## src/rtl/cia_pkg.sv

```systemverilog
`timescale 1ns / 1ps
// ----------------------------------------------------------------------------
// cia_pkg: shared types and constants of the interface adapter register file
// Beat payloads, command and register codes, write masks and the
// time-of-day field types used by the core and its clock unit.
// ----------------------------------------------------------------------------
package cia_pkg;

  // Commands carried by an input beat
  localparam logic [1:0] CMD_READ  = 2'd0;
  localparam logic [1:0] CMD_WRITE = 2'd1;
  localparam logic [1:0] CMD_TICK  = 2'd2;

  // Register map
  localparam logic [3:0] REG_PRA   = 4'h0;
  localparam logic [3:0] REG_PRB   = 4'h1;
  localparam logic [3:0] REG_DDRA  = 4'h2;
  localparam logic [3:0] REG_DDRB  = 4'h3;
  localparam logic [3:0] REG_TALO  = 4'h4;
  localparam logic [3:0] REG_TAHI  = 4'h5;
  localparam logic [3:0] REG_TBLO  = 4'h6;
  localparam logic [3:0] REG_TBHI  = 4'h7;
  localparam logic [3:0] REG_TOD10 = 4'h8;
  localparam logic [3:0] REG_TODS  = 4'h9;
  localparam logic [3:0] REG_TODM  = 4'ha;
  localparam logic [3:0] REG_TODH  = 4'hb;
  localparam logic [3:0] REG_SDR   = 4'hc;
  localparam logic [3:0] REG_ICR   = 4'hd;
  localparam logic [3:0] REG_CRA   = 4'he;
  localparam logic [3:0] REG_CRB   = 4'hf;

  // Write masks
  localparam logic [7:0] MASK_TENTHS = 8'h0f;
  localparam logic [7:0] MASK_SIXTY  = 8'h7f;
  localparam logic [7:0] MASK_HOURS  = 8'h9f;
  localparam logic [7:0] MASK_CTRL   = 8'hef;

  // Control register bits
  localparam int CTRL_START  = 0;
  localparam int CTRL_LOAD   = 4;
  localparam int CTRL_TODIN  = 7;  // control A: 50 Hz tick source
  localparam int CTRL_ALARM  = 7;  // control B: clock writes go to the alarm

  // Interrupt flag bits
  localparam int IRQ_ALARM = 2;
  localparam int IRQ_SP    = 3;
  localparam int IRQ_ANY   = 7;

  // Tick divider reloads
  localparam logic [2:0] DIV_RELOAD_50 = 3'd4;
  localparam logic [2:0] DIV_RELOAD_60 = 3'd5;

  // Input beat
  typedef struct packed {
    logic [1:0] command;
    logic [3:0] address;
    logic [7:0] write_data;
    logic [7:0] port_a_pins;
    logic [7:0] port_b_pins;
  } in_item_t;

  // Result beat
  typedef struct packed {
    logic [7:0] read_data;
    logic       irq_line;
    logic [7:0] port_a_drive;
    logic [7:0] port_b_drive;
  } out_item_t;

  // Time-of-day fields, BCD
  typedef struct packed {
    logic [7:0] hours;
    logic [7:0] mins;
    logic [7:0] secs;
    logic [7:0] tenths;
  } tod_t;

  // Outcome of one tick
  typedef struct packed {
    tod_t       fields;
    logic [2:0] divider;
    logic       alarm_hit;
  } tod_step_t;

endpackage

```

## src/rtl/cia_tod.sv

```systemverilog
`timescale 1ns / 1ps
// ----------------------------------------------------------------------------
// cia_tod: time-of-day tick unit
// Computes the divider, the rolled BCD clock and the alarm match for one
// tick. Purely combinational; the core decides whether to commit it.
// ----------------------------------------------------------------------------
module cia_tod
  import cia_pkg::*;
(
  input  tod_t       clock_now,
  input  tod_t       alarm_now,
  input  logic       halted,
  input  logic [2:0] divider,
  input  logic       src_50hz,
  output tod_step_t  step
);

  logic [4:0] s_lo, m_lo, h_lo;
  logic [3:0] s_hi, m_hi;
  logic [1:0] h_hi;
  logic       s_wrap, m_wrap;
  logic [7:0] tenths_inc;
  logic [7:0] secs_roll, mins_roll, hours_roll;
  logic [4:0] hour_bcd;
  logic       pm;
  tod_t       rolled;

  // Seconds and minutes roll over at sixty
  always_comb begin
    s_lo = {1'b0, clock_now.secs[3:0]} + 5'd1;
    s_hi = clock_now.secs[7:4];
    if (s_lo > 5'd9) begin
      s_lo = '0;
      s_hi = s_hi + 4'd1;
    end
    s_wrap    = (s_hi > 4'd5);
    secs_roll = s_wrap ? 8'h00 : {s_hi, s_lo[3:0]};

    m_lo = {1'b0, clock_now.mins[3:0]} + 5'd1;
    m_hi = clock_now.mins[7:4];
    if (m_lo > 5'd9) begin
      m_lo = '0;
      m_hi = m_hi + 4'd1;
    end
    m_wrap    = (m_hi > 4'd5);
    mins_roll = m_wrap ? 8'h00 : {m_hi, m_lo[3:0]};
  end

  // Hours count 1..12 with the PM bit toggling at eleven to twelve
  always_comb begin
    pm       = clock_now.hours[7];
    hour_bcd = clock_now.hours[4:0];
    h_lo     = {1'b0, hour_bcd[3:0]} + 5'd1;
    h_hi     = {1'b0, hour_bcd[4]};
    if (h_lo > 5'd9) begin
      h_lo = '0;
      h_hi = h_hi + 2'd1;
    end
    priority if (hour_bcd == 5'h11) begin
      hours_roll = {~pm, 7'h12};
    end else if (hour_bcd == 5'h12) begin
      hours_roll = {pm, 7'h01};
    end else begin
      hours_roll = {pm, 2'b00, h_hi[0], h_lo[3:0]};
    end
  end

  // Advance one tenth, carrying up the chain
  always_comb begin
    tenths_inc = clock_now.tenths + 8'd1;
    rolled     = clock_now;
    if (tenths_inc > 8'd9) begin
      rolled.tenths = 8'h00;
      rolled.secs   = secs_roll;
      if (s_wrap) begin
        rolled.mins = mins_roll;
        if (m_wrap) begin
          rolled.hours = hours_roll;
        end
      end
    end else begin
      rolled.tenths = tenths_inc;
    end
  end

  // Hold while halted, count the divider down, else step the clock
  always_comb begin
    step.fields    = clock_now;
    step.divider   = divider;
    step.alarm_hit = 1'b0;
    priority if (halted) begin
      step.divider = divider;
    end else if (divider != 3'd0) begin
      step.divider = divider - 3'd1;
    end else begin
      step.divider   = src_50hz ? DIV_RELOAD_50 : DIV_RELOAD_60;
      step.fields    = rolled;
      step.alarm_hit = (rolled == alarm_now);
    end
  end

endmodule

```

## src/rtl/complex_interface_adapter_regs_core.sv

```systemverilog
`timescale 1ns / 1ps
// ----------------------------------------------------------------------------
// complex_interface_adapter_regs_core: interface adapter register file
// Ports, directions, timer latches and counters, BCD time-of-day clock with
// alarm, serial data, interrupt flags and mask. One result beat per input.
//
//   channel  direction  handshake            payload
//   in_      input      in_valid / in_stall   in_item  (in_item_t)
//   out_     output     out_valid / out_stall out_item (out_item_t)
//   cfg_     input      cfg_we                cfg_wdata (irq_hack)
//
// An input beat is registered in the input stage, executed against the
// register state and its result registered in the result stage.
// One beat per cycle is sustained unless out_stall holds the result stage.
// rst_n is synchronous and clears both stages and all register state.
// in_stall rises only while both stages are full and out_stall is high.
// ----------------------------------------------------------------------------
module complex_interface_adapter_regs_core
  import cia_pkg::*;
(
  input  logic      clk,
  input  logic      rst_n,
  input  logic      in_valid,
  output logic      in_stall,
  input  in_item_t  in_item,
  output logic      out_valid,
  input  logic      out_stall,
  output out_item_t out_item,
  input  logic      cfg_we,
  input  logic      cfg_wdata
);

  // Pipeline
  logic      s1_valid_r;
  in_item_t  s1_item_r;
  logic      out_valid_r;
  out_item_t out_item_r;
  logic      out_adv;
  logic      fire;

  // Register state
  logic        irq_hack_r;
  logic [7:0]  pra_r, prb_r, ddra_r, ddrb_r;
  logic [7:0]  pra_nxt, prb_nxt, ddra_nxt, ddrb_nxt;
  logic [15:0] ta_cnt_r, tb_cnt_r, ta_lat_r, tb_lat_r;
  logic [15:0] ta_cnt_nxt, tb_cnt_nxt, ta_lat_nxt, tb_lat_nxt;
  tod_t        clk_r, alm_r, clk_nxt, alm_nxt;
  logic [7:0]  sdr_r, sdr_nxt;
  logic [7:0]  flags_r, flags_nxt;
  logic [6:0]  mask_r, mask_nxt;
  logic [7:0]  cra_r, crb_r, cra_nxt, crb_nxt;
  logic        halted_r, halted_nxt;
  logic [2:0]  div_r, div_nxt;
  logic [7:0]  rd_nxt;
  out_item_t   res_nxt;

  tod_step_t   tod_step;
  in_item_t    it;
  logic [7:0]  d;
  logic [7:0]  flg;
  logic [6:0]  msk;
  tod_t        tgt;

  assign out_adv   = !out_valid_r || !out_stall;
  assign in_stall  = s1_valid_r && !out_adv;
  assign fire      = s1_valid_r && out_adv;
  assign out_valid = out_valid_r;
  assign out_item  = out_item_r;
  assign it        = s1_item_r;
  assign d         = s1_item_r.write_data;

  cia_tod u_tod (
    .clock_now (clk_r),
    .alarm_now (alm_r),
    .halted    (halted_r),
    .divider   (div_r),
    .src_50hz  (cra_r[CTRL_TODIN]),
    .step      (tod_step)
  );

  // Execute one beat against the register state
  always_comb begin
    pra_nxt    = pra_r;
    prb_nxt    = prb_r;
    ddra_nxt   = ddra_r;
    ddrb_nxt   = ddrb_r;
    ta_cnt_nxt = ta_cnt_r;
    tb_cnt_nxt = tb_cnt_r;
    ta_lat_nxt = ta_lat_r;
    tb_lat_nxt = tb_lat_r;
    clk_nxt    = clk_r;
    alm_nxt    = alm_r;
    sdr_nxt    = sdr_r;
    flags_nxt  = flags_r;
    mask_nxt   = mask_r;
    cra_nxt    = cra_r;
    crb_nxt    = crb_r;
    halted_nxt = halted_r;
    div_nxt    = div_r;
    rd_nxt     = 8'h00;
    flg        = flags_r;
    msk        = mask_r;
    tgt        = crb_r[CTRL_ALARM] ? alm_r : clk_r;

    unique case (it.command)
      CMD_READ: begin
        unique case (it.address)
          REG_PRA:   rd_nxt = (pra_r | ~ddra_r) & it.port_a_pins;
          REG_PRB:   rd_nxt = (prb_r | ~ddrb_r) & it.port_b_pins;
          REG_DDRA:  rd_nxt = ddra_r;
          REG_DDRB:  rd_nxt = ddrb_r;
          REG_TALO:  rd_nxt = ta_cnt_r[7:0];
          REG_TAHI:  rd_nxt = ta_cnt_r[15:8];
          REG_TBLO:  rd_nxt = tb_cnt_r[7:0];
          REG_TBHI:  rd_nxt = tb_cnt_r[15:8];
          REG_TOD10: begin
            rd_nxt     = clk_r.tenths;
            halted_nxt = 1'b0;
          end
          REG_TODS:  rd_nxt = clk_r.secs;
          REG_TODM:  rd_nxt = clk_r.mins;
          REG_TODH:  begin
            rd_nxt     = clk_r.hours;
            halted_nxt = 1'b1;
          end
          REG_SDR:   rd_nxt = sdr_r;
          REG_ICR:   begin
            rd_nxt    = flags_r;
            flags_nxt = 8'h00;
          end
          REG_CRA:   rd_nxt = cra_r;
          REG_CRB:   rd_nxt = crb_r;
          default:   rd_nxt = 8'h00;
        endcase
      end
      CMD_WRITE: begin
        unique case (it.address)
          REG_PRA:   pra_nxt  = d;
          REG_PRB:   prb_nxt  = d;
          REG_DDRA:  ddra_nxt = d;
          REG_DDRB:  ddrb_nxt = d;
          REG_TALO:  ta_lat_nxt = {ta_lat_r[15:8], d};
          REG_TAHI:  begin
            ta_lat_nxt = {d, ta_lat_r[7:0]};
            if (!cra_r[CTRL_START]) begin
              ta_cnt_nxt = {d, ta_lat_r[7:0]};
            end
          end
          REG_TBLO:  tb_lat_nxt = {tb_lat_r[15:8], d};
          REG_TBHI:  begin
            tb_lat_nxt = {d, tb_lat_r[7:0]};
            if (!crb_r[CTRL_START]) begin
              tb_cnt_nxt = {d, tb_lat_r[7:0]};
            end
          end
          REG_TOD10: tgt.tenths = d & MASK_TENTHS;
          REG_TODS:  tgt.secs   = d & MASK_SIXTY;
          REG_TODM:  tgt.mins   = d & MASK_SIXTY;
          REG_TODH:  tgt.hours  = d & MASK_HOURS;
          REG_SDR:   begin
            sdr_nxt           = d;
            flags_nxt[IRQ_SP] = 1'b1;
            if (mask_r[IRQ_SP]) begin
              flags_nxt[IRQ_ANY] = 1'b1;
            end
          end
          REG_ICR:   begin
            if (irq_hack_r) begin
              flg = 8'h00;
            end
            if (d[7]) begin
              msk = mask_r | d[6:0];
              if ((flg[4:0] & msk[4:0]) != 5'd0) begin
                flg[IRQ_ANY] = 1'b1;
              end
            end else begin
              msk = mask_r & ~d[6:0];
            end
            flags_nxt = flg;
            mask_nxt  = msk;
          end
          REG_CRA:   begin
            cra_nxt = d & MASK_CTRL;
            if (d[CTRL_LOAD]) begin
              ta_cnt_nxt = ta_lat_r;
            end
          end
          REG_CRB:   begin
            crb_nxt = d & MASK_CTRL;
            if (d[CTRL_LOAD]) begin
              tb_cnt_nxt = tb_lat_r;
            end
          end
          default:   pra_nxt = pra_r;
        endcase
        // steer clock-field writes to the alarm or the clock
        if (it.address == REG_TOD10 || it.address == REG_TODS ||
            it.address == REG_TODM || it.address == REG_TODH) begin
          if (crb_r[CTRL_ALARM]) begin
            alm_nxt = tgt;
          end else begin
            clk_nxt = tgt;
          end
        end
      end
      CMD_TICK: begin
        clk_nxt = tod_step.fields;
        div_nxt = tod_step.divider;
        if (tod_step.alarm_hit) begin
          flags_nxt[IRQ_ALARM] = 1'b1;
          if (mask_r[IRQ_ALARM]) begin
            flags_nxt[IRQ_ANY] = 1'b1;
          end
        end
      end
      default: rd_nxt = 8'h00;
    endcase

    res_nxt.read_data    = rd_nxt;
    res_nxt.irq_line     = flags_nxt[IRQ_ANY];
    res_nxt.port_a_drive = pra_nxt | ~ddra_nxt;
    res_nxt.port_b_drive = prb_nxt | ~ddrb_nxt;
  end

  // Hold pipeline, register state and configuration
  always_ff @(posedge clk) begin
    if (!rst_n) begin
      s1_valid_r  <= 1'b0;
      out_valid_r <= 1'b0;
      irq_hack_r  <= 1'b0;
      pra_r       <= '0;
      prb_r       <= '0;
      ddra_r      <= '0;
      ddrb_r      <= '0;
      ta_cnt_r    <= 16'hffff;
      tb_cnt_r    <= 16'hffff;
      ta_lat_r    <= 16'h0001;
      tb_lat_r    <= 16'h0001;
      clk_r       <= '0;
      alm_r       <= '0;
      sdr_r       <= '0;
      flags_r     <= '0;
      mask_r      <= '0;
      cra_r       <= '0;
      crb_r       <= '0;
      halted_r    <= 1'b0;
      div_r       <= '0;
    end else begin
      if (cfg_we) begin
        irq_hack_r <= cfg_wdata;
      end
      // advance the input stage
      if (!in_stall) begin
        s1_valid_r <= in_valid;
        if (in_valid) begin
          s1_item_r <= in_item;
        end
      end
      // advance the result stage
      if (out_adv) begin
        out_valid_r <= s1_valid_r;
        if (s1_valid_r) begin
          out_item_r <= res_nxt;
        end
      end
      // commit the executed beat
      if (fire) begin
        pra_r    <= pra_nxt;
        prb_r    <= prb_nxt;
        ddra_r   <= ddra_nxt;
        ddrb_r   <= ddrb_nxt;
        ta_cnt_r <= ta_cnt_nxt;
        tb_cnt_r <= tb_cnt_nxt;
        ta_lat_r <= ta_lat_nxt;
        tb_lat_r <= tb_lat_nxt;
        clk_r    <= clk_nxt;
        alm_r    <= alm_nxt;
        sdr_r    <= sdr_nxt;
        flags_r  <= flags_nxt;
        mask_r   <= mask_nxt;
        cra_r    <= cra_nxt;
        crb_r    <= crb_nxt;
        halted_r <= halted_nxt;
        div_r    <= div_nxt;
      end
    end
  end

endmodule

```

## config.mk

```make
export PLATFORM = sky130hd
export DESIGN_NAME = complex_interface_adapter_regs_core
export DESIGN_NICKNAME = d
export VERILOG_FILES = /design/src/rtl/cia_pkg.sv /design/src/rtl/cia_tod.sv /design/src/rtl/complex_interface_adapter_regs_core.sv
export SDC_FILE = /design/constraint.sdc
export NUM_CORES = 1
export LEC_CHECK = 0
export ABC_AREA = 1
export BUFFER_PORTS_ARGS = -buffer_cell sky130_fd_sc_hd__buf_2
export CAP_MARGIN = 20
export CORE_ASPECT_RATIO = 0.9
export CORE_MARGIN = 2
export CORE_UTILIZATION = 65
export CTS_BUF_LIST = sky130_fd_sc_hd__clkbuf_4
export DETAILED_ROUTE_END_ITERATION = 8
export PLACE_DENSITY_LB_ADDON = 0.12
export SETUP_SLACK_MARGIN = 0.02
export SLEW_MARGIN = 10
export SYNTH_ARGS = -nofsm -noshare
export SYNTH_HDL_FRONTEND = slang
export SYNTH_HIERARCHICAL = 1
export SYNTH_SLANG_ARGS = --single-unit
```

## constraint.sdc

```tcl
create_clock -name clk -period 7.1 [get_ports clk]
set_clock_uncertainty 0.15 [all_clocks]
set_input_delay 0.355 -clock clk [delete_from_list [all_inputs] [get_ports clk]]
set_output_delay 0.355 -clock clk [all_outputs]
set_load 0.05 [all_outputs]
```

Word-level counts from Yosys, hierarchy flattened. Index checks and enable logic that the tools add are counted.

Add/subtract/negate cells: 8. Multiply operators: 0. Divide/modulo/power cells: 0. Order comparisons: 6. Eq/ne operators: 33. Shift operators: 0. Mux-type cells: 65. Bitwise operators: 21. Reductions and logical operators: 39.

Operator list (number): $mux W8 (21); $mux W32 (5); $pmux W16 S2 (4); $pmux W8 S16 (1); $mux W16 (5); $pmux W32 S2 (1); $eq A32 B32 Y1 (1); $eq A4 B4 Y1 const B (8); $not A8 Y8 (4); $or A8 B8 Y8 (4); $reduce_and A4 Y1 (7); $mux W24 (1); $reduce_and A3 Y1 (8); $mux W4 (5); $ne A2 B2 Y1 const B (10); $reduce_and A5 Y1 (4); $and A8 B8 Y8 (2); $eq A4 B3 Y1 const B (4); $add A4 B1 Y5 const B (3); $gt A5 B4 Y1 const B (3); $eq A5 B5 Y1 const B (2); $mux W1 (10); $reduce_bool A2 Y1 (5); $mux W3 (3); other kinds (31) (51).

Register bits after elaboration: 259. Latch bits: 0. Memory bits (writable): 0. Memory bits (read-only): 0. Output and inout bits: 27. Word-level logic and storage cells: 213. Memories kept: 0.

Longest topological paths before layout.
Word-level depth: 13. Mapped depth: 31.

Cells and area by module. The synthesis kept the hierarchy.

Modules (own cells, without submodules): complex_interface_adapter_regs_core (instances 1, cells each 1479, area each 11516.0 µm²); cia_tod (instances 1, cells each 459, area each 2284.7 µm²).

Worst setup path before layout. Ideal clock, no wire load.

Kind: flip-flop to flip-flop. Start point: reg clk_r[8] in the netlist's numbering. End point: reg flags_r[2]. Setup time: 134 ps. Arrival: 2667 ps. Data required time: 6816 ps. Path slack: 4149 ps. Cell stages (with the launch flop): 28. Path through: dfxtp_1 inv_1 ha_1 inv_1 nand2_1 nand2_1 nand2_2 nand2_4 nand3_1 nand2_4 inv_2 nand2_4 nand2_8 nand2_8 buf_12 nand3_1 nand2_1 nand2_1 nor2_1 nand2_1 nor2_1 nand3_1 nor2_2 o21ai_0 nor2_1 nand3_1 a21oi_1 a211oi_1.

RTL lines: start, declared (line complex_interface_adapter_regs_core.sv:47) `tod_t clk_r, alm_r, clk_nxt, alm_nxt;`; start signal, assigned (line complex_interface_adapter_regs_core.sv:276) `clk_r <= clk_nxt;`; end signal, assigned (line complex_interface_adapter_regs_core.sv:279) `flags_r <= flags_nxt;`; end, declared (line complex_interface_adapter_regs_core.sv:49) `logic [7:0] flags_r, flags_nxt;`.

==> results.py <==
metrics = {
    "outcome": {
        "status": "finished, final reports clean",
    },
    "detailed_routing": {
        "initialDrtViolationCount": 1884,
        "detail-route-antenna-nets": 0,
        "vias": 13900,
        "routedWlPerCell_um": 18.8,
        "drc": 0,
        "wl_um": 44400,
        "dr.pass1.iters": 8,
        "vias_per_cell": 5.88,
    },
    "timing": {
        "finalHoldViolCount": 0,
        "slew_viol_final": 0,
        "rsz0062_at_grt": "no",
        "fin_crit_ns": 3.56,
        "min_period_over_period": 0.502,
        "setup_tns_ns": 0,
        "max_freq_mhz": 281,
        "worst_slew_pin_slew_ns": 1.04,
        "layout_setup_ws_ns": 3.54,
        "setup_viol": 0,
        "relSlewSlack": 0.305,
    },
    "placement": {
        "io_buffers": 62,
        "dp.cells": 2202,
        "place_area_mm2": 0.0141,
        "place_hpwl_um": 29400,
        "routabilityCongestion": 0.985,
        "dp_worst_setup_slack_ns": 3.62,
    },
    "power": {
        "ir_worst_vdd_v": 0.000209,
        "totalPowerFinal_uw": 3320,
        "leakagePower_uw": 0.00674,
        "power.density_mw_per_mm2": 215,
    },
    "clock_network": {
        "cts_root_buf": "clkbuf_4",
        "cts_buffer_depth": 3,
        "clk_pin_slew_ns": 0.09,
        "cts_tree": "done",
        "htree_levels": 3,
        "clock-sinks": 255,
        "numCtsBuffers": 67,
        "insertion_delay_ns": 0.72,
        "postCtsSetupBuffers": 0,
    },
    "hold_path": {
        "worstHoldPathType": "in2reg",
    },
    "yosys": {
        "netlist_area_mm2": 0.0138,
        "synth_top_cell_by_area": "dfxtp_1",
        "ys_top_cells_by_count": "nand2_1, inv_1, o21ai_0, dfxtp_1, a21oi_1",
        "syn_area_per_cell_um2": 7.12,
        "synth_warnings": 6,
        "async_flop_share": 0,
        "ys_seq_elements": 255,
        "yosysSeqAreaShare": 0.410,
        "syn-num-nets": 1991,
        "synth_ff_type": "dfxtp_1",
        "syn_inst": 1938,
        "synthTopCellsByArea": "dfxtp_1, nand2_1, edfxtp_1",
        "netlist.area_leader.share": 0.290,
        "synth_edf_count": 55,
        "post-synth-top-count-cell": "nand2_1",
        "yosysUniqueCellTypes": 46,
    },
    "setup_path": {
        "cp_data_required_time_ns": 7.49,
        "cp-end-kind": "register",
        "start_kind": "register",
        "critPathKind": "reg2reg",
        "cp.arrival_ns": 3.96,
        "critPathMaxFanout": 16,
    },
    "final_layout": {
        "design_area_mm2": 0.0154,
        "nets": 2074,
        "finalNonFillerCells": 2362,
        "syn_to_final_growth_pct": 11.8,
        "layout-drive-gt1-share": 0.129,
    },
    "die": {
        "dieHeight_um": 142,
        "die_w_um": 158,
        "die_area_mm2": 0.0224,
        "core_mm2": 0.0208,
        "start_util": 0.662,
        "ioPinCount": 63,
        "fp-row-count": 50,
    },
    "global_routing": {
        "overflow": 0,
        "grt_pass1_vias": 12600,
        "grt_max_degree": 111,
        "grtUsageTotal": 0.396,
        "grt_first_pass_wirelength_um": 68000,
        "antenna_found_initial": 4,
    },
    "flow_run": {
        "drv_cap": 0,
    },
}
==> routing by layer <==
layer | GRT usage | share of wire | wire length (um) | up-vias
met3 | 0.110 | 0.12 | 5440 | 136
met5 | 0 | 0.00052 | 23 | -
met2 | 0.595 | 0.43 | 19200 | 803
met4 | 0.170 | 0.040 | 1780 | 4
li1 | - | - | - | 6668
met1 | 0.535 | 0.41 | 18000 | 6287
==> area by class of cell <==
class | instances | area (um^2)
Inverter | 267 | 1000
Clock buffer | 106 | 796
Multi-Input combinational cell | 1319 | 6720
Sequential cell | 255 | 5660
Tap cell | 286 | 358
Fill cell | 1724 | 5410
Timing Repair Buffer | 111 | 771
Antenna cell | 1 | 2.50
Clock inverter | 17 | 121
==> worst max-delay path: stages (launching register included) <==
cell and delay [ns]:
dfxtp_1 0.46, ha_1 0.21, nand2_1 0.10, clkinv_1 0.09, nand3_1 0.06, nand2_1 0.09
nand3_1 0.09, nor2_2 0.53, nand2_1 0.15, nand2_1 0.09, inv_1 0.04, nor2_1 0.12
nand4_1 0.16, nor2_1 0.13, nand3_1 0.10, nor2_1 0.13, nand3_1 0.10, nor2_2 0.17
o21ai_0 0.10, nor2_1 0.12, nand3_1 0.09, a21oi_1 0.13, a211oi_1 0.05
==> cells by family after synthesis <==
logic type               count (synthesis)  share of synthesized area
buffers and inverters                  364                      0.104
XOR/XNOR                                 8                    0.00508
flip-flops                             255                      0.410
adder cells (fa/ha/maj)                 17                     0.0154
AND/OR/NAND/NOR                        742                      0.235
AO/OA/AOI/OAI                          552                      0.231
==> cells in the final DEF, fill, tap and decap left out, types with 5 or more instances in the layout <==
master / count
nor3_1: 5
ha_1: 17
buf_4: 14
o211ai_1: 79
clkbuf_4: 106
or2_2: 7
nand2_2: 18
nor2_2: 13
nand2_1: 451
nand3b_1: 8
o21a_1: 17
o22ai_1: 23
a21oi_1: 138
dfxtp_1: 199
a211oi_1: 14
edfxtp_1: 55
dlygate4sd3_1: 36
nand2_4: 6
o21ai_0: 219
inv_1: 248
a21boi_0: 8
clkinv_1: 13
buf_2: 61
inv_2: 15
o21ai_1: 17
nand4_1: 8
a31oi_1: 24
nand3_1: 96
nor2_1: 113
==> power breakdown <==
| part | switching [uW] | leakage [uW] | internal, uW |
|---|---|---|---|
| logic | 255 | 0.00408 | 119 |
| registers | 44.5 | 0.00211 | 1520 |
| clock network | 655 | 0.000546 | 726 |
| total | 955 | 0.00674 | 2360 |
==> state kept, by name, summed over array words and instances, names as in the netlist, 3 cells and up <==
register and count:
alm_r 32, clk_r 32, cra_r 7, crb_r 7, d 8, ddra_r 8, ddrb_r 8, div_r 3
flags_r 6, it 22, mask_r 5, out_item 25, pra_r 8, prb_r 8, sdr_r 8, ta_cnt_r 16
ta_lat_r 16, tb_cnt_r 16, tb_lat_r 16
==> per-stage QoR <==
step           utilization  hold slack, ns
3_5_place_dp         0.679           0.288
3_3_place_gp         0.679           0.281
4_1_cts              0.740           0.168
2_1_floorplan            -           0.273
6_report             0.740           0.210
5_1_grt              0.740           0.194
==> final timing paths <==
check / start / end / slack, ns / cells after the start
max: clk_r[1] / flags_r[2] / 3.54 / 22
min: in_item[19] / d[3] / 0.21 / 2
max reg2reg: clk_r[1] / flags_r[2] / 3.54 / 22
min reg2reg: crb_r[1] / crb_r[1] / 0.30 / 2
==> what timing repair did <==
item / in CTS / in global routing
endpoints found under the hold margin: 57 / 0
setup endpoints to repair: 0 / 0
gates resized for setup: 0 / 0
hold buffers: 36 / 0
Power figures use the tool's default switching activity.
